### src/hdl/fsp_pkg.sv
// Shared types and constants of the framed sample packetizer.
`default_nettype none

package fsp_pkg;

    // Default number of raw samples per outgoing packet
    localparam int RAW_SAMPLES_DEF = 9;
    // Packet header bytes: sequence index, quality value
    localparam int HEAD_BYTES      = 2;
    // Payload bytes kept per frame
    localparam int HEAD_KEEP       = 4;

    // Register reset values
    localparam logic [7:0] SYNC_RST    = 8'd170;
    localparam logic [7:0] RAW_RST     = 8'd2;
    localparam logic [7:0] QUALITY_RST = 8'd3;
    localparam logic [7:0] LIMIT_RST   = 8'd255;

    // Configuration register indexes
    typedef enum logic [1:0] {
        CFG_SYNC    = 2'd0,
        CFG_RAW     = 2'd1,
        CFG_QUALITY = 2'd2,
        CFG_LIMIT   = 2'd3
    } t_cfg_reg;

    // Frame parser phase
    typedef enum logic [1:0] {
        PH_HUNT    = 2'd0,
        PH_SYNC2   = 2'd1,
        PH_LEN     = 2'd2,
        PH_PAYLOAD = 2'd3
    } t_phase;

    // Top level control state
    typedef enum logic {
        ST_RECV = 1'b0,
        ST_EMIT = 1'b1
    } t_state;

    // Frame completion event from parser to top level
    typedef struct packed {
        logic        raw_hit;
        logic        qual_hit;
        logic [15:0] sample;   // {payload byte 3, payload byte 2}
        logic [7:0]  quality;  // payload byte 1
    } t_frame_evt;

endpackage

`default_nettype wire

### src/hdl/framed_sample_packetizer_unit.sv
// Top level: frames raw samples from a byte stream and emits sample packets.
//
//   Channel  Dir  Payload                          Transfer
//   s_axis   in   tdata[7:0] rx_byte               tvalid & tready
//   m_axis   out  tdata[7:0] out_byte, tlast       tvalid & tready
//   cfg      in   i_cfg_idx[1:0], i_cfg_data[7:0]  i_cfg_we
//
// Input bytes are taken one per cycle while no packet is being emitted.
// A packet of HEAD_BYTES + 2*RAW_SAMPLES bytes leaves one byte at a time: the
// sample memory read is registered, then the output register is loaded.
// Input is held off from the completing frame byte until the last packet byte
// is loaded. Reset is synchronous; the sample memory is not cleared, each entry
// is written before a packet reads it.
// Output stalls only delay the emission; nothing is dropped.
`default_nettype none

module framed_sample_packetizer_unit #(
    parameter int RAW_SAMPLES = fsp_pkg::RAW_SAMPLES_DEF
) (
    input  logic       i_clk,
    input  logic       i_rst_n,
    // input stream
    input  logic       s_axis_tvalid,
    output logic       s_axis_tready,
    input  logic [7:0] s_axis_tdata,   // [7:0] rx_byte
    // output stream
    output logic       m_axis_tvalid,
    input  logic       m_axis_tready,
    output logic [7:0] m_axis_tdata,   // [7:0] out_byte
    output logic       m_axis_tlast,   // last_byte
    // configuration writes
    input  logic       i_cfg_we,
    input  logic [1:0] i_cfg_idx,
    input  logic [7:0] i_cfg_data
);
    import fsp_pkg::*;

    localparam int PKT_BYTES = HEAD_BYTES + 2 * RAW_SAMPLES;
    localparam int ECW       = $clog2(PKT_BYTES);
    localparam int AW        = (RAW_SAMPLES > 1) ? $clog2(RAW_SAMPLES) : 1;
    localparam int SCW       = $clog2(RAW_SAMPLES + 1);
    localparam logic [ECW-1:0] POS_INDEX   = ECW'(0);
    localparam logic [ECW-1:0] POS_QUALITY = ECW'(1);
    localparam logic [ECW-1:0] POS_LAST    = ECW'(PKT_BYTES - 1);

    // configuration registers
    logic [7:0]     r_sync, r_raw, r_qual, r_limit;

    // control state
    t_state         r_state, n_state;
    logic [ECW-1:0] r_emit_cnt, n_emit_cnt;
    logic           r_fetched, n_fetched;
    logic           r_out_valid, n_out_valid;
    logic [7:0]     r_seq, n_seq;
    logic [7:0]     r_quality, n_quality;
    logic [AW-1:0]  r_sample_cnt, n_sample_cnt;

    // output payload
    logic [7:0]     r_out_byte;
    logic           r_out_last;

    // sample memory, one 16-bit word per sample
    logic [15:0]    r_mem [RAW_SAMPLES];
    logic [15:0]    r_rd_word;

    t_frame_evt     evt;
    logic           take;
    logic           sample_done;
    logic           out_free;
    logic           load;
    logic           last_k;
    logic [ECW-1:0] emit_j;
    logic [AW-1:0]  rd_addr;
    logic [7:0]     emit_byte;

    assign s_axis_tready = (r_state == ST_RECV);
    assign take          = s_axis_tvalid && s_axis_tready;
    assign m_axis_tvalid = r_out_valid;
    assign m_axis_tdata  = r_out_byte;
    assign m_axis_tlast  = r_out_last;

    fsp_frame_parser u_parser (
        .i_clk       (i_clk),
        .i_rst_n     (i_rst_n),
        .i_take      (take),
        .i_byte      (s_axis_tdata),
        .i_sync      (r_sync),
        .i_raw_code  (r_raw),
        .i_qual_code (r_qual),
        .o_evt       (evt)
    );

    // Emission datapath: read address and byte select
    always_comb begin
        emit_j  = r_emit_cnt - ECW'(HEAD_BYTES);
        rd_addr = (r_emit_cnt < ECW'(HEAD_BYTES)) ? '0 : AW'(emit_j >> 1);
        priority if (r_emit_cnt == POS_INDEX) begin
            emit_byte = r_seq;
        end else if (r_emit_cnt == POS_QUALITY) begin
            emit_byte = r_quality;
        end else begin
            emit_byte = emit_j[0] ? r_rd_word[15:8] : r_rd_word[7:0];
        end
    end

    assign sample_done = evt.raw_hit && (SCW'(r_sample_cnt) + SCW'(1) == SCW'(RAW_SAMPLES));
    assign out_free    = !r_out_valid || m_axis_tready;
    assign load        = (r_state == ST_EMIT) && r_fetched && out_free;
    assign last_k      = (r_emit_cnt == POS_LAST);

    // Next state and control values
    always_comb begin
        n_state      = r_state;
        n_emit_cnt   = r_emit_cnt;
        n_fetched    = r_fetched;
        n_seq        = r_seq;
        n_quality    = r_quality;
        n_sample_cnt = r_sample_cnt;

        unique case (r_state)
            ST_RECV: begin
                if (take && evt.qual_hit) n_quality = evt.quality;
                if (take && evt.raw_hit) begin
                    n_sample_cnt = sample_done ? '0 : r_sample_cnt + AW'(1);
                end
                if (take && sample_done) n_state = ST_EMIT;
            end
            ST_EMIT: begin
                if (load) begin
                    n_fetched = 1'b0;
                    if (last_k) begin
                        n_emit_cnt = '0;
                        n_state    = ST_RECV;
                        n_seq      = ((r_seq >= r_limit) ? 8'd0 : r_seq) + 8'd1;
                    end else begin
                        n_emit_cnt = r_emit_cnt + ECW'(1);
                    end
                end else begin
                    // read of the current address has completed: read data valid
                    n_fetched = 1'b1;
                end
            end
            default: n_state = ST_RECV;
        endcase

        // output register occupancy
        if (load) begin
            n_out_valid = 1'b1;
        end else if (m_axis_tready) begin
            n_out_valid = 1'b0;
        end else begin
            n_out_valid = r_out_valid;
        end
    end

    // Control registers
    always_ff @(posedge i_clk) begin
        if (!i_rst_n) begin
            r_state      <= ST_RECV;
            r_emit_cnt   <= '0;
            r_fetched    <= 1'b0;
            r_out_valid  <= 1'b0;
            r_seq        <= '0;
            r_quality    <= '0;
            r_sample_cnt <= '0;
        end else begin
            r_state      <= n_state;
            r_emit_cnt   <= n_emit_cnt;
            r_fetched    <= n_fetched;
            r_out_valid  <= n_out_valid;
            r_seq        <= n_seq;
            r_quality    <= n_quality;
            r_sample_cnt <= n_sample_cnt;
        end
    end

    // Configuration registers
    always_ff @(posedge i_clk) begin
        if (!i_rst_n) begin
            r_sync  <= SYNC_RST;
            r_raw   <= RAW_RST;
            r_qual  <= QUALITY_RST;
            r_limit <= LIMIT_RST;
        end else if (i_cfg_we) begin
            unique case (t_cfg_reg'(i_cfg_idx))
                CFG_SYNC:    r_sync  <= i_cfg_data;
                CFG_RAW:     r_raw   <= i_cfg_data;
                CFG_QUALITY: r_qual  <= i_cfg_data;
                CFG_LIMIT:   r_limit <= i_cfg_data;
                default:     r_sync  <= r_sync;
            endcase
        end
    end

    // Output payload register
    always_ff @(posedge i_clk) begin
        if (load) begin
            r_out_byte <= emit_byte;
            r_out_last <= last_k;
        end
    end

    // Sample memory: write on raw frame, registered read
    always_ff @(posedge i_clk) begin
        if (take && evt.raw_hit) begin
            r_mem[r_sample_cnt] <= evt.sample;
        end
        r_rd_word <= r_mem[rd_addr];
    end

endmodule

`default_nettype wire

### src/hdl/fsp_frame_parser.sv
// Sync, length and payload tracking of the incoming byte stream.
`default_nettype none

module fsp_frame_parser (
    input  logic                  i_clk,
    input  logic                  i_rst_n,
    input  logic                  i_take,
    input  logic [7:0]            i_byte,
    input  logic [7:0]            i_sync,
    input  logic [7:0]            i_raw_code,
    input  logic [7:0]            i_qual_code,
    output fsp_pkg::t_frame_evt   o_evt
);
    import fsp_pkg::*;

    t_phase          r_phase, n_phase;
    logic [7:0]      r_len, n_len;
    logic [8:0]      r_count, n_count;
    logic [3:0][7:0] r_head, n_head;

    logic [3:0][7:0] head_upd;
    logic [8:0]      cnt_inc;
    logic            frame_end;
    logic            is_raw;

    // Phase, length, count and kept head bytes
    always_ff @(posedge i_clk) begin
        if (!i_rst_n) begin
            r_phase <= PH_HUNT;
            r_len   <= '0;
            r_count <= '0;
            r_head  <= '0;
        end else begin
            r_phase <= n_phase;
            r_len   <= n_len;
            r_count <= n_count;
            r_head  <= n_head;
        end
    end

    always_comb begin
        n_phase  = r_phase;
        n_len    = r_len;
        n_count  = r_count;
        n_head   = r_head;

        // head bytes as they stand after this byte; short frames keep old ones
        head_upd = r_head;
        if (r_count < 9'(HEAD_KEEP)) begin
            head_upd[r_count[1:0]] = i_byte;
        end
        cnt_inc   = r_count + 9'd1;
        frame_end = (r_phase == PH_PAYLOAD) && (cnt_inc > {1'b0, r_len});

        if (i_take) begin
            unique case (r_phase)
                PH_HUNT: begin
                    if (i_byte == i_sync) n_phase = PH_SYNC2;
                end
                PH_SYNC2: begin
                    n_phase = (i_byte == i_sync) ? PH_LEN : PH_HUNT;
                end
                PH_LEN: begin
                    n_len   = i_byte;
                    n_phase = PH_PAYLOAD;
                end
                PH_PAYLOAD: begin
                    n_head = head_upd;
                    if (frame_end) begin
                        n_len   = '0;
                        n_count = '0;
                        n_phase = PH_HUNT;
                    end else begin
                        n_count = cnt_inc;
                    end
                end
                default: n_phase = PH_HUNT;
            endcase
        end

        // frame event; raw meaning wins when both codes match
        is_raw         = (head_upd[0] == i_raw_code);
        o_evt.raw_hit  = i_take && frame_end && is_raw;
        o_evt.qual_hit = i_take && frame_end && !is_raw && (head_upd[0] == i_qual_code);
        o_evt.sample   = {head_upd[3], head_upd[2]};
        o_evt.quality  = head_upd[1];
    end

endmodule

`default_nettype wire

### config.mk
export PLATFORM = sky130hd
export DESIGN_NAME = framed_sample_packetizer_unit
export DESIGN_NICKNAME = d
export VERILOG_FILES = /design/src/hdl/fsp_pkg.sv /design/src/hdl/framed_sample_packetizer_unit.sv /design/src/hdl/fsp_frame_parser.sv
export SDC_FILE = /design/constraint.sdc
export NUM_CORES = 1
export LEC_CHECK = 0
export ABC_AREA = 1
export ABC_CLOCK_PERIOD_IN_PS = 4300
export BUFFER_PORTS_ARGS = -buffer_cell sky130_fd_sc_hd__buf_2
export CORE_MARGIN = 2
export CORE_UTILIZATION = 58
export CTS_BUF_LIST = sky130_fd_sc_hd__clkbuf_4
export CTS_CLUSTER_SIZE = 25
export DETAILED_ROUTE_END_ITERATION = 8
export PLACE_DENSITY = 0.81
export SLEW_MARGIN = 5
export SYNTH_ARGS = -nofsm -noshare
export SYNTH_HDL_FRONTEND = slang
export SYNTH_HIERARCHICAL = 1
export SYNTH_SLANG_ARGS = --single-unit
export TNS_END_PERCENT = 100
### constraint.sdc
create_clock -name i_clk -period 4.3 [get_ports i_clk]
set_clock_uncertainty 0.2 [all_clocks]
set_input_delay 0 -clock i_clk [delete_from_list [all_inputs] [get_ports i_clk]]
set_output_delay 0 -clock i_clk [all_outputs]
set_load 0.02 [all_outputs]
# ---- Yosys cells after proc, flatten, opt, wreduce, memory -nomap -nowiden
# Memories as Yosys holds them, arrays and structs flattened. A register that Yosys moved wholly into a read port is not among the register bits.
# Cells that the tools add are included.
dict set report totals {
  ff_bits 120
  latch_bits 0
  mem_bits_rw 144
  rom_bits 0
  word_cells 106
  memories 1
}
dict set report op_classes {
  add_sub_neg 5
  n_mul 0
  div_mod_pow 0
  n_lt_le_gt_ge 6
  n_eq_ne 14
  shift 0
  mux 27
  n_bitwise 1
  n_reduce_logical 32
}
# name words word_bits rd rd_clocked_by_memory_dff write_ports line
set mem_list {}
lappend mem_list {r_mem 9 16 1 1 1 framed_sample_packetizer_unit.sv:63} ;# logic [15:0] r_mem [RAW_SAMPLES];
# operator n
set ops {}
lappend ops {{$mux 8} 6}
lappend ops {{$bwmux 32} 1}
lappend ops {{$mux 32} 1}
lappend ops {{$eq 8x8->1} 3}
lappend ops {{$demux 8 s2} 1}
lappend ops {{$pmux 8 s2} 1}
lappend ops {{$reduce_and 2->1} 8}
lappend ops {{$logic_and 1x1->1} 13}
lappend ops {{$add 9x1->9 const B} 1}
lappend ops {{$gt 9x8->1} 1}
lappend ops {{$lt 9x3->1 const B} 1}
lappend ops {{$mux 9} 1}
lappend ops {{$reduce_and 3->1} 3}
lappend ops {{$add 8x1->8 const B} 1}
lappend ops {{$eq 2x2->1 const B} 4}
lappend ops {{$ge 8x8->1} 1}
lappend ops {{$mux 1} 8}
lappend ops {{$mux 4} 2}
lappend ops {{$pmux 2 s4} 1}
lappend ops {{$mux 2} 3}
lappend ops {{$add 5x1->5 const B} 1}
lappend ops {{$eq 5x1->1 const B} 1}
lappend ops {{$eq 5x5->1 const B} 1}
lappend ops {{$logic_not 5->1} 1}
lappend ops {{other kinds (15)} 20}

# ---- Longest topological paths before layout
# Gate-level depths: netlist of run 1.
dict set report depth {
  depth_word 12
  depth_mapped 22
  depth_no_buf 21
}

# ---- Cells and area by module
# The synthesis of run 1 kept the hierarchy.
# module n_inst cells_each area_per_inst_um2 seq_area_each_um2
set by_module_without_submodules {}
lappend by_module_without_submodules {framed_sample_packetizer_unit 1 856 9248.9 6115.9}
lappend by_module_without_submodules {fsp_frame_parser 1 564 3577.2 1021.0}

# ---- Worst setup path after synthesis of run 1
# OpenSTA, ideal clock, no wires.
dict set report synth_path {
  path_kind {register -> register}
  startpoint {register u_parser.r_count[0]}
  endpoint {memory r_mem[1][0] (enable)}
  setup_ns 0.409
  arrival_ns 3.844
  slack_ns -0.154
  path_stages_with_launch 21
  path_cell_list {dfxtp_1 ha_1 nand2_1 nor2_2 nand3_1 xor2_1 ha_1 nand2_1 nor2_1 nand2_1 nand2_1 nand2_1 nand2_1 nand2_2 buf_4 nor2_1 nor3b_2 inv_1 nor2_1 clkinv_1 nor3_1}
}
# element line
set synth_lines {}
lappend synth_lines {{start: declaration} fsp_frame_parser.sv:18} ;# logic [8:0] r_count, n_count;
lappend synth_lines {{start signal: assignment} fsp_frame_parser.sv:36} ;# r_count <= n_count;
lappend synth_lines {{end: declaration} framed_sample_packetizer_unit.sv:63}

==> reports/qor.tcl, run 1 <==
set qor(outcome) {finished, final reports clean}
set qor(dp_hpwl_mm) 19.8
set qor(grtUsageMet2_pct) 44.7
set qor(totalWireLength_mm) 31.9
set qor(cts_tree) {yes}
set qor(synth.yosys.seq_area_share_pct) 55.6
set qor(r2r_end) {r_mem[2][15]}
set qor(timing_worst_slew_pin_value_ns) 1.13
set qor(seq_power_share_pct) 53.3
set qor(globalRoute.busiestLayer) {met2}
set qor(post_detailed_route_drc_marker_count) 0
set qor(worst-r2r-setup-slack_ns) 0.41
set qor(die_y_um) 153
set qor(detail_route.first_pass.iterations) 6
set qor(synth_async_reset_ratio_pct) 0
set qor(most_numerous_cell_in_the_yosys_netlist) {nand2_1}
set qor(globalRouteMet1Util_pct) 33.7
set qor(met3_usage_pct) 5.55
set qor(synth.cell_area_um2) 12800
set qor(global_route.usage.total_pct) 27.1
set qor(postSynthCellCount) 1420
set qor(vias) 10524
set qor(timing.hold.worst_endpoint) {r_limit[0]}
set qor(fin_area_um2) 14400
set qor(clock_tree.root_cell) {clkbuf_4}
set qor(dpl-instance-area_um2) 13100
set qor(yosys-top-cells-count) {333 x nand2_1, 153 x edfxtp_1, 133 x nor2_1}
set qor(gp_routability_congestion) 0.867
set qor(number_of_buffers_on_the_longest_clock_path) 3
set qor(worstRegToRegCells) 20
set qor(synth_edf_count) 153
set qor(clockPowerShare_pct) 42.8
set qor(leakagePower_nw) 6.10
set qor(fillCellCount) 1594
set qor(synth.lib_cells_used.distinct) 40
set qor(p_total_mw) 5.30
set qor(finalHoldViolations) 0
set qor(crit_fanout) 9
set qor(detailedRoute.firstIterationViolations) 1262
set qor(floorplan.rows) 54
set qor(critical_path_class) {flip-flop to flip-flop}
set qor(ys_dominant_reg_cell) {edfxtp_1}
set qor(cell_internal_pwr_mw) 4.07
set qor(cts_setup_buffers) 0
set qor(timing.critical_path.to_type) {flip-flop}
set qor(r2r-start) {u_parser/r_count[0]}
set qor(antenna_found_initial) 2
set qor(fmax_ghz) 0.257
set qor(numPortBuffers) 33
set qor(cts.htree.levels) 3
set qor(ys_ff_latch) 280
set qor(arrival_ns) 4.04
set qor(period_minus_slack_ns) 3.89
set qor(synth.largest_area_cell) {edfxtp_1}
set qor(area_delta_synth_final_pct) 12.5
set qor(fin_nets) 1568
set qor(clkTransAtPathRegs_ns) 0.07
set qor(min_path_cells) 5
set qor(share_of_the_synthesized_area_in_the_top_cell_type_pct) 35.8
set qor(tritoncts.num_buffers) 72
set qor(clk-insertion-delay-late_ns) 0.69
set qor(worst_slew_margin_rel_pct) 24.3
set qor(yosys_warnings) 6
set qor(start_util_pct) 59.0
set qor(drive_above_1_share_pct) 14.1
set qor(cap_violations) 0
set qor(hp-start) {i_cfg_we}
set qor(synthTopCellsByArea) {edfxtp_1 36%, dfxtp_1 20%, nand2_1 9.7%, nand3_1 3.9%, nor2_1 3.9%}
set qor(ant_nets) 0
set qor(placed_cells) 1675
set qor(power_density_nw_per_um2) 367
set qor(grt_first_pass_wirelength_mm) 50.8
set qor(synthesis.nets) 1473
set qor(pwr-share-comb_pct) 3.9
set qor(vdd_ir_drop_max_v) 0.000240
set qor(grt_start_max_net_pins) 82
set qor(syn_area_per_cell_um2) 9.03
set qor(p_sw_mw) 1.23
set qor(route.detailed.wl_per_inst_um) 17.2
set qor(grt_pass1_vias) 10208
set qor(io_pins) 34
set qor(switching_share_pct) 23.2
set qor(startpoint_type) {flip-flop}
set qor(setup-violations-final) 0
set qor(post-route-util_pct) 66.3
set qor(final_cells) 1849
set qor(vias_per_cell) 5.69
set qor(worst_hold_path_type) {primary input to flip-flop}
set qor(numClockSinks) 280
set qor(finalMaxSlewViolations) 0
set qor(die_area_um2) 23300
set qor(rsz0062_at_grt) {no}
set qor(dieWidth_um) 153
set qor(worst_ep_required_time_ns) 4.45
set qor(timing.final.crit_share_pct) 90.5
set qor(grt_overflow) 0
set qor(core_region_area_um2) 21800
[routing by layer]
layer  up-vias  share of wire [%]
met5         -                  0
met2       550                 48
li1       4974                  -
met3       125                8.1
met1      4875                 39
met4         0                4.3
[registers in the layout (all words and copies together) (netlist names), 4 cells and up, named ones only]
register and cells:
m_axis_tdata 8, r_emit_cnt 5, r_limit 8, r_mem 144, r_qual 8, r_quality 8
r_raw 8, r_rd_word 16, r_sample_cnt 4, r_seq 8, r_sync 8, u_parser/r_count 9
u_parser/r_head 32, u_parser/r_len 8
[kinds of logic (layout without fill, tap and decap cells)]
family | after synthesis | after routing | share of synthesized area (%)
buf+inv | 218 | 365 | 7.79
simple gates | 642 | 642 | 21.9
compound gates | 242 | 242 | 11.2
fa+ha+maj | 30 | 30 | 2.93
flops | 280 | 280 | 55.6
xor+xnor | 8 | 8 | 0.546
other cells | 0 | 2 | 0
[area by class of cell]
class / count / area (um2) / area share [%]
clock inverter: 29 / 176 / 1.22
sequential: 280 / 7140 / 49.5
timing repair buffer: 100 / 783 / 5.43
antenna: 2 / 5.00 / 0.0347
clock buffer: 97 / 728 / 5.05
inverter: 139 / 522 / 3.62
tap: 280 / 350 / 2.43
multi-input combinational: 922 / 4730 / 32.8
[cells in the final DEF, fill, tap and decap left out, drive strengths merged]
| master | netlist | final |
|---|---|---|
| bufinv | 0 | 2 |
| a21oi | 60 | 60 |
| buf | 53 | 54 |
| a21o | 1 | 1 |
| o21bai | 24 | 24 |
| xnor2 | 3 | 3 |
| nor3b | 1 | 1 |
| o21ai | 115 | 115 |
| clkinv | 5 | 27 |
| diode | 0 | 2 |
| ha | 30 | 30 |
| nand4 | 9 | 9 |
| nor3 | 13 | 13 |
| clkbuf | 26 | 97 |
| inv | 134 | 138 |
| nor2 | 138 | 138 |
| or2 | 4 | 4 |
| nand3 | 115 | 115 |
| nand3b | 9 | 9 |
| xor2 | 5 | 5 |
| edfxtp | 153 | 153 |
| nand2 | 353 | 353 |
| clkinvlp | 0 | 1 |
| o32ai | 1 | 1 |
| o221ai | 32 | 32 |
| o211ai | 8 | 8 |
| dlygate4sd3 | 0 | 46 |
| dfxtp | 127 | 127 |
| a31oi | 1 | 1 |
[critical path: stages, from the launching register on]
cell     delay, ns
dfxtp_1       0.39
ha_1          0.24
nand2_1       0.08
nor2_2        0.16
nand3_1       0.11
xor2_1        0.17
ha_1          0.30
nand2_1       0.07
nor2_1        0.10
nand2_1       0.06
nand2_1       0.05
nand2_1       0.05
nand2_1       0.07
nand2_2       0.05
nor2_1        0.12
nor3b_2       0.33
inv_1         0.07
nor2_1        0.28
inv_2         0.18
nor3_2        0.22
buf_4         0.25
[how the worst max path moves through the flow]
stage / startpoint / to / slack [ns] / cells after the start
finish: u_parser/r_count[0] / r_mem[2][15] / 0.41 / 20
global route: u_parser/r_count[0] / r_mem[0][3] / 0.08 / 19
CTS: u_parser/r_count[0] / r_mem[2][15] / 0.20 / 20
detailed placement: u_parser/r_count[0] / r_mem[2][5] / 0.27 / 20
global placement: u_parser/r_count[0] / r_mem[5][3] / 0.42 / 20
floorplan: u_parser/r_count[0] / r_mem[1][0] / -0.15 / 20
[repair_timing]
| action | in CTS | in global routing |
|---|---|---|
| setup endpoints to repair | 0 | 96 |
| hold buffers | 46 | 0 |
| hold endpoints to repair | 145 | 0 |
| gates resized for setup | 0 | 1 |
[power by group through the flow]
stage	registers [mW]	clock network [mW]	logic, mW
6_report	2.83	2.27	0.206
4_1_cts	2.83	2.31	0.194
3_5_place_dp	2.89	0	0.163
2_1_floorplan	2.88	0	0.114
3_3_place_gp	2.88	0	0.157
5_1_grt	2.83	2.45	0.225
[metrics by stage]
stage	setup TNS, ns	worst slack [ns]	hold WS (ns)
after detailed placement	0	0.268	0.0790
final	0	0.408	0.0540
after floorplan	-14.74	-0.154	-0.0738
after CTS	0	0.200	0.0235
after global placement	0	0.419	0.0740
after global routing	0	0.0753	0.0746
Note: power is estimated with default switching activity, not from simulation.
==> inputs of run 2 (changes only) <==
Settings changed: PLACE_DENSITY 0.81 to unset, PLACE_DENSITY_LB_ADDON set to 0.08, SYNTH_HIERARCHICAL 1 to unset.
==> run 2 against run 1 <==
Net effect:
- setup slack better by 0.48 ns
- synthesized area down 1.7%
- register-to-register slack better by 0.48 ns
- first-iteration DRC count decreased by 27%
- maximum frequency up 14%
- design area up 0.88%
- wire length grew 0.49%
- die area is 1.6% lower
- critical endpoint is now r_mem[8][15]
- largest power group unchanged
==> reports/qor.tcl, run 2 <==
set qor(totalWireLength_mm) 32.0 ;# was 31.9 mm
set qor(main_combinational_cell_family_by_area_after_synthesis) {simple AND/OR/NAND/NOR gates} ;# unchanged
set qor(die_y_um) 151 ;# was 153 um
set qor(startpoint_type) {flip-flop} ;# unchanged
set qor(r2r-start) {u_parser.r_count[0]} ;# was u_parser/r_count[0]
set qor(timing.final.crit_share_pct) 79.4 ;# was 90.5%
set qor(worst_slew_margin_rel_pct) 21.4 ;# was 24.3%
set qor(register_bank_with_the_most_flops) {r_mem} ;# unchanged
set qor(met3_usage_pct) 6.23 ;# was 5.55%
set qor(rsz0062_at_grt) {no} ;# unchanged
set qor(cts_tree) {yes} ;# unchanged
set qor(synth.lib_cells_used.distinct) 44 ;# was 40
set qor(r2r_end) {r_mem[8][15]} ;# was r_mem[2][15]
set qor(detail_route.first_pass.iterations) 8 ;# was 6
set qor(reg_top3) {r_mem (144), u_parser.r_head (32), r_rd_word (16)} ;# was r_mem (144), u_parser/r_head (32), r_rd_word (16)
set qor(timing_worst_slew_pin_value_ns) 1.17 ;# was 1.13 ns
set qor(min_path_cells) 4 ;# was 5
set qor(switching_share_pct) 21.5 ;# was 23.2%
set qor(globalRoute.busiestLayer) {met2} ;# unchanged
set qor(worst-r2r-setup-slack_ns) 0.89 ;# was 0.41 ns
set qor(synth_simple_gate_area_share_pct) 19.0 ;# was 21.9%
set qor(finalHoldViolations) 0 ;# unchanged
set qor(cpLargestDelayFamily) {simple AND/OR/NAND/NOR gates} ;# unchanged
set qor(postSynthCellCount) 1368 ;# was 1,420
set qor(fmax_ghz) 0.293 ;# was 0.257 GHz
set qor(synthesis.nets) 1422 ;# was 1,473
set qor(ant_nets) 0 ;# unchanged
set qor(path_cells) {inv_1 > nor3_1 > xor2_1 > inv_1 > ha_1 > nand2_1 > nor2_1 > nand2_1 > nand3_1 > nand2_1 > nand2_1 > nand2_1 > nand2_1 > nand2_1 > nand2_2 > nand2_4 > nor2_4 > nand2_1 > nor3_2 > buf_4} ;# was ha_1 > nand2_1 > nor2_2 > nand3_1 > xor2_1 > ha_1 > nand2_1 > nor2_1 > nand2_1 > nand2_1 > nand2_1 > nand2_1 > nand2_2 > nor2_1 > nor3b_2 > inv_1 > nor2_1 > inv_2 > nor3_2 > buf_4
set qor(worstRegToRegCells) 20 ;# unchanged
set qor(numClockSinks) 280 ;# unchanged
set qor(clock_tree.root_cell) {clkbuf_4} ;# unchanged
set qor(area_delta_synth_final_pct) 15.4 ;# was 12.5%
set qor(dieWidth_um) 151 ;# was 153 um
set qor(dp_hpwl_mm) 20.8 ;# was 19.8 mm
set qor(drive_above_1_share_pct) 16.2 ;# was 14.1%
set qor(clockPowerShare_pct) 44.7 ;# was 42.8%
set qor(die_area_um2) 22900 ;# was 23,300 um2
set qor(leakagePower_nw) 6.09 ;# was 6.10 nW
set qor(worstPathBufferInverterCount) 3 ;# unchanged
set qor(outcome) {finished, final reports clean} ;# unchanged
set qor(yosys-mux-area-fraction_pct) 0 ;# unchanged
set qor(post_detailed_route_drc_marker_count) 0 ;# unchanged
set qor(worst_hold_path_type) {primary input to flip-flop} ;# unchanged
set qor(synth-compound-area-share_pct) 13.4 ;# was 11.2%
set qor(timing.critical_path.to_type) {flip-flop} ;# unchanged
set qor(arrival_ns) 3.55 ;# was 4.04 ns
set qor(tritoncts.num_buffers) 74 ;# was 72
set qor(pwr-share-comb_pct) 3.4 ;# was 3.9%
set qor(grtUsageMet2_pct) 42.8 ;# was 44.7%
set qor(grt_overflow) 0 ;# unchanged
set qor(io_pins) 34 ;# unchanged
set qor(synth_async_reset_ratio_pct) 0 ;# unchanged
set qor(number_of_buffers_on_the_longest_clock_path) 3 ;# unchanged
set qor(ys_dominant_reg_cell) {edfxtp_1} ;# unchanged
set qor(vdd_ir_drop_max_v) 0.000255 ;# was 0.000240 V
set qor(mostFrequentLayoutCells) {212 x nand2_1, 153 x inv_1, 153 x nor2_1, 153 x edfxtp_1, 127 x dfxtp_1} ;# was 332 x nand2_1, 153 x edfxtp_1, 132 x nor2_1
set qor(power_density_nw_per_um2) 373 ;# was 367 nW/um2
set qor(share_of_synthesized_cell_area_in_full_adder_half_adder_and_majority_cells_pct) 3.08 ;# was 2.93%
set qor(cap_violations) 0 ;# unchanged
set qor(finalSetupTns_ns) 0 ;# unchanged
set qor(synth_xor_area_share_pct) 1.18 ;# was 0.546%
set qor(seq_power_share_pct) 51.9 ;# was 53.3%
set qor(globalRouteMet1Util_pct) 39.6 ;# was 33.7%
set qor(timing.hold.worst_endpoint) {r_raw[4]} ;# was r_limit[0]
set qor(syn_area_per_cell_um2) 9.22 ;# was 9.03 um2
set qor(crit_fanout) 16 ;# was 9
set qor(timing.critical_path.slowest_cell_delay_ns) 0.42 ;# was 0.39 ns
set qor(worst_slack_setup_final_ns) 0.887 ;# was 0.408 ns
set qor(grt_first_pass_wirelength_mm) 49.0 ;# was 50.8 mm
set qor(clkTransAtPathRegs_ns) 0.06 ;# was 0.07 ns
set qor(ys_ff_latch) 280 ;# unchanged
set qor(cts.htree.levels) 3 ;# unchanged
set qor(synth_edf_count) 153 ;# unchanged
set qor(start_util_pct) 59.6 ;# was 59.0%
set qor(hp-start) {i_cfg_data[4]} ;# was i_cfg_we
set qor(slowest_stage) {dfxtp_1} ;# unchanged
set qor(fin_nets) 1547 ;# was 1,568
set qor(vias_per_cell) 5.57 ;# was 5.69
set qor(largest_register_ffs) 144 ;# unchanged
set qor(critical_path_class) {flip-flop to flip-flop} ;# unchanged
set qor(vias) 10142 ;# was 10,524
set qor(share_of_the_synthesized_area_in_the_top_cell_type_pct) 36.4 ;# was 35.8%
set qor(critical-path-top-cell-by-count) {nand2_1} ;# unchanged
set qor(grt_pass1_vias) 9370 ;# was 10,208
set qor(numPortBuffers) 33 ;# unchanged
set qor(setup-violations-final) 0 ;# unchanged
set qor(most_numerous_cell_in_the_yosys_netlist) {nand2_1} ;# unchanged
set qor(cts.repair.resized) 0 ;# unchanged
set qor(synthTopCellsByArea) {edfxtp_1 36%, dfxtp_1 20%, nand2_1 6.3%, o21ai_0 4.6%, nor2_1 4.6%} ;# was edfxtp_1 36%, dfxtp_1 20%, nand2_1 9.7%, nand3_1 3.9%, nor2_1 3.9%
set qor(antenna_found_initial) 1 ;# was 2
set qor(synth.cell_area_um2) 12600 ;# was 12,800 um2
set qor(cell_internal_pwr_mw) 4.26 ;# was 4.07 mW
set qor(core_region_area_um2) 21200 ;# was 21,800 um2
set qor(detailedRoute.firstIterationViolations) 922 ;# was 1,262
set qor(synth.largest_area_cell) {edfxtp_1} ;# unchanged
set qor(synth.yosys.seq_area_share_pct) 56.6 ;# was 55.6%
set qor(grt_start_max_net_pins) 58 ;# was 82
set qor(route.detailed.wl_per_inst_um) 17.6 ;# was 17.2 um
set qor(yosys_warnings) 0 ;# was 6
set qor(period_minus_slack_ns) 3.41 ;# was 3.89 ns
set qor(finalMaxSlewViolations) 0 ;# unchanged
set qor(floorplan.rows) 53 ;# was 54
set qor(pre_cts_slack_ns) 0.944 ;# was 0.268 ns
set qor(clk-insertion-delay-late_ns) 0.68 ;# was 0.69 ns
set qor(worst_ep_required_time_ns) 4.44 ;# was 4.45 ns
set qor(yosys-top-cells-count) {212 x nand2_1, 154 x nor2_1, 153 x edfxtp_1, 153 x inv_1, 127 x dfxtp_1} ;# was 333 x nand2_1, 153 x edfxtp_1, 133 x nor2_1
set qor(final_common_cell) {nand2_1} ;# unchanged
set qor(gp_routability_congestion) 0.979 ;# was 0.867
set qor(global_route.usage.total_pct) 28.2 ;# was 27.1%
set qor(p_sw_mw) 1.17 ;# was 1.23 mW
run 2: repair_timing:
action / CTS / global route
buffers inserted: 0 / 0
hold endpoints to repair: 159 / 0
hold buffers: 43 / 0
run 2: worst min-delay path, cell delays in order:
cell and delay, ns:
dlygate4sd3_1 0.53, buf_2 0.16, o21ai_0 0.10, a21oi_1 0.10
run 2: per-stage QoR:
step | std cells | total power [mW] | hold WS, ns | area (um2) | utilization [%]
after floorplan | 1368 | 2.97 | -0.0738 | 12600 | -
after global placement | 1649 | 3.02 | 0.0843 | 13100 | 62.1
after detailed placement | 1649 | 3.02 | 0.0853 | 13100 | 62.1
after CTS | 1820 | 5.47 | 0.00439 | 14600 | 68.8
after global routing | 1821 | 5.63 | 0.0224 | 14600 | 68.8
final | 1821 | 5.43 | 0.0663 | 14600 | 68.8
run 2: how the worst max path moves through the flow:
stage / cells after the start / endpoint / from
final: 20 / r_mem[8][15] / u_parser.r_count[0]
after global routing: 20 / r_mem[0][8] / u_parser.r_count[0]
after CTS: 20 / r_mem[8][12] / u_parser.r_count[0]
after detailed placement: 20 / r_mem[8][2] / u_parser.r_count[0]
after global placement: 20 / r_mem[8][9] / u_parser.r_count[0]
after floorplan: 17 / r_mem[1][0] / u_parser.r_count[0]
run 2: kinds of logic after synthesis:
kind of cell,after synthesis
flip-flops,280
buffers and inverters,217
XOR/XNOR,17
adder cells (fa/ha/maj),31
AND/OR/NAND/NOR,529
AO/OA/AOI/OAI,294
run 2: cell type report:
type                    instances  area (um2)
diodes                          1        2.50
clock buffers                 114         856
clock inverters                14         133
fillers                      1695        6600
inverters                     161         608
multi-input cells             871        4670
flip-flops and latches        280        7140
well taps                     275         344
repair buffers                105         813
run 2: per-layer routing:
| layer | vias to the layer above | wire [um] | part of all wire [%] |
|---|---|---|---|
| met5 | - | 0 | 0 |
| met4 | 0 | 870 | 2.7 |
| met3 | 75 | 2630 | 8.2 |
| met2 | 422 | 14500 | 45 |
| met1 | 4718 | 14000 | 44 |
| li1 | 4927 | - | - |
run 2: power groups by stage:
| stage | sequential [mW] | combinational, mW | clock [mW] |
|---|---|---|---|
| floorplan | 2.87 | 0.0995 | 0 |
| detailed placement | 2.87 | 0.148 | 0 |
| finish | 2.82 | 0.185 | 2.42 |
| global placement | 2.87 | 0.146 | 0 |
| global route | 2.81 | 0.200 | 2.61 |
| CTS | 2.82 | 0.178 | 2.47 |
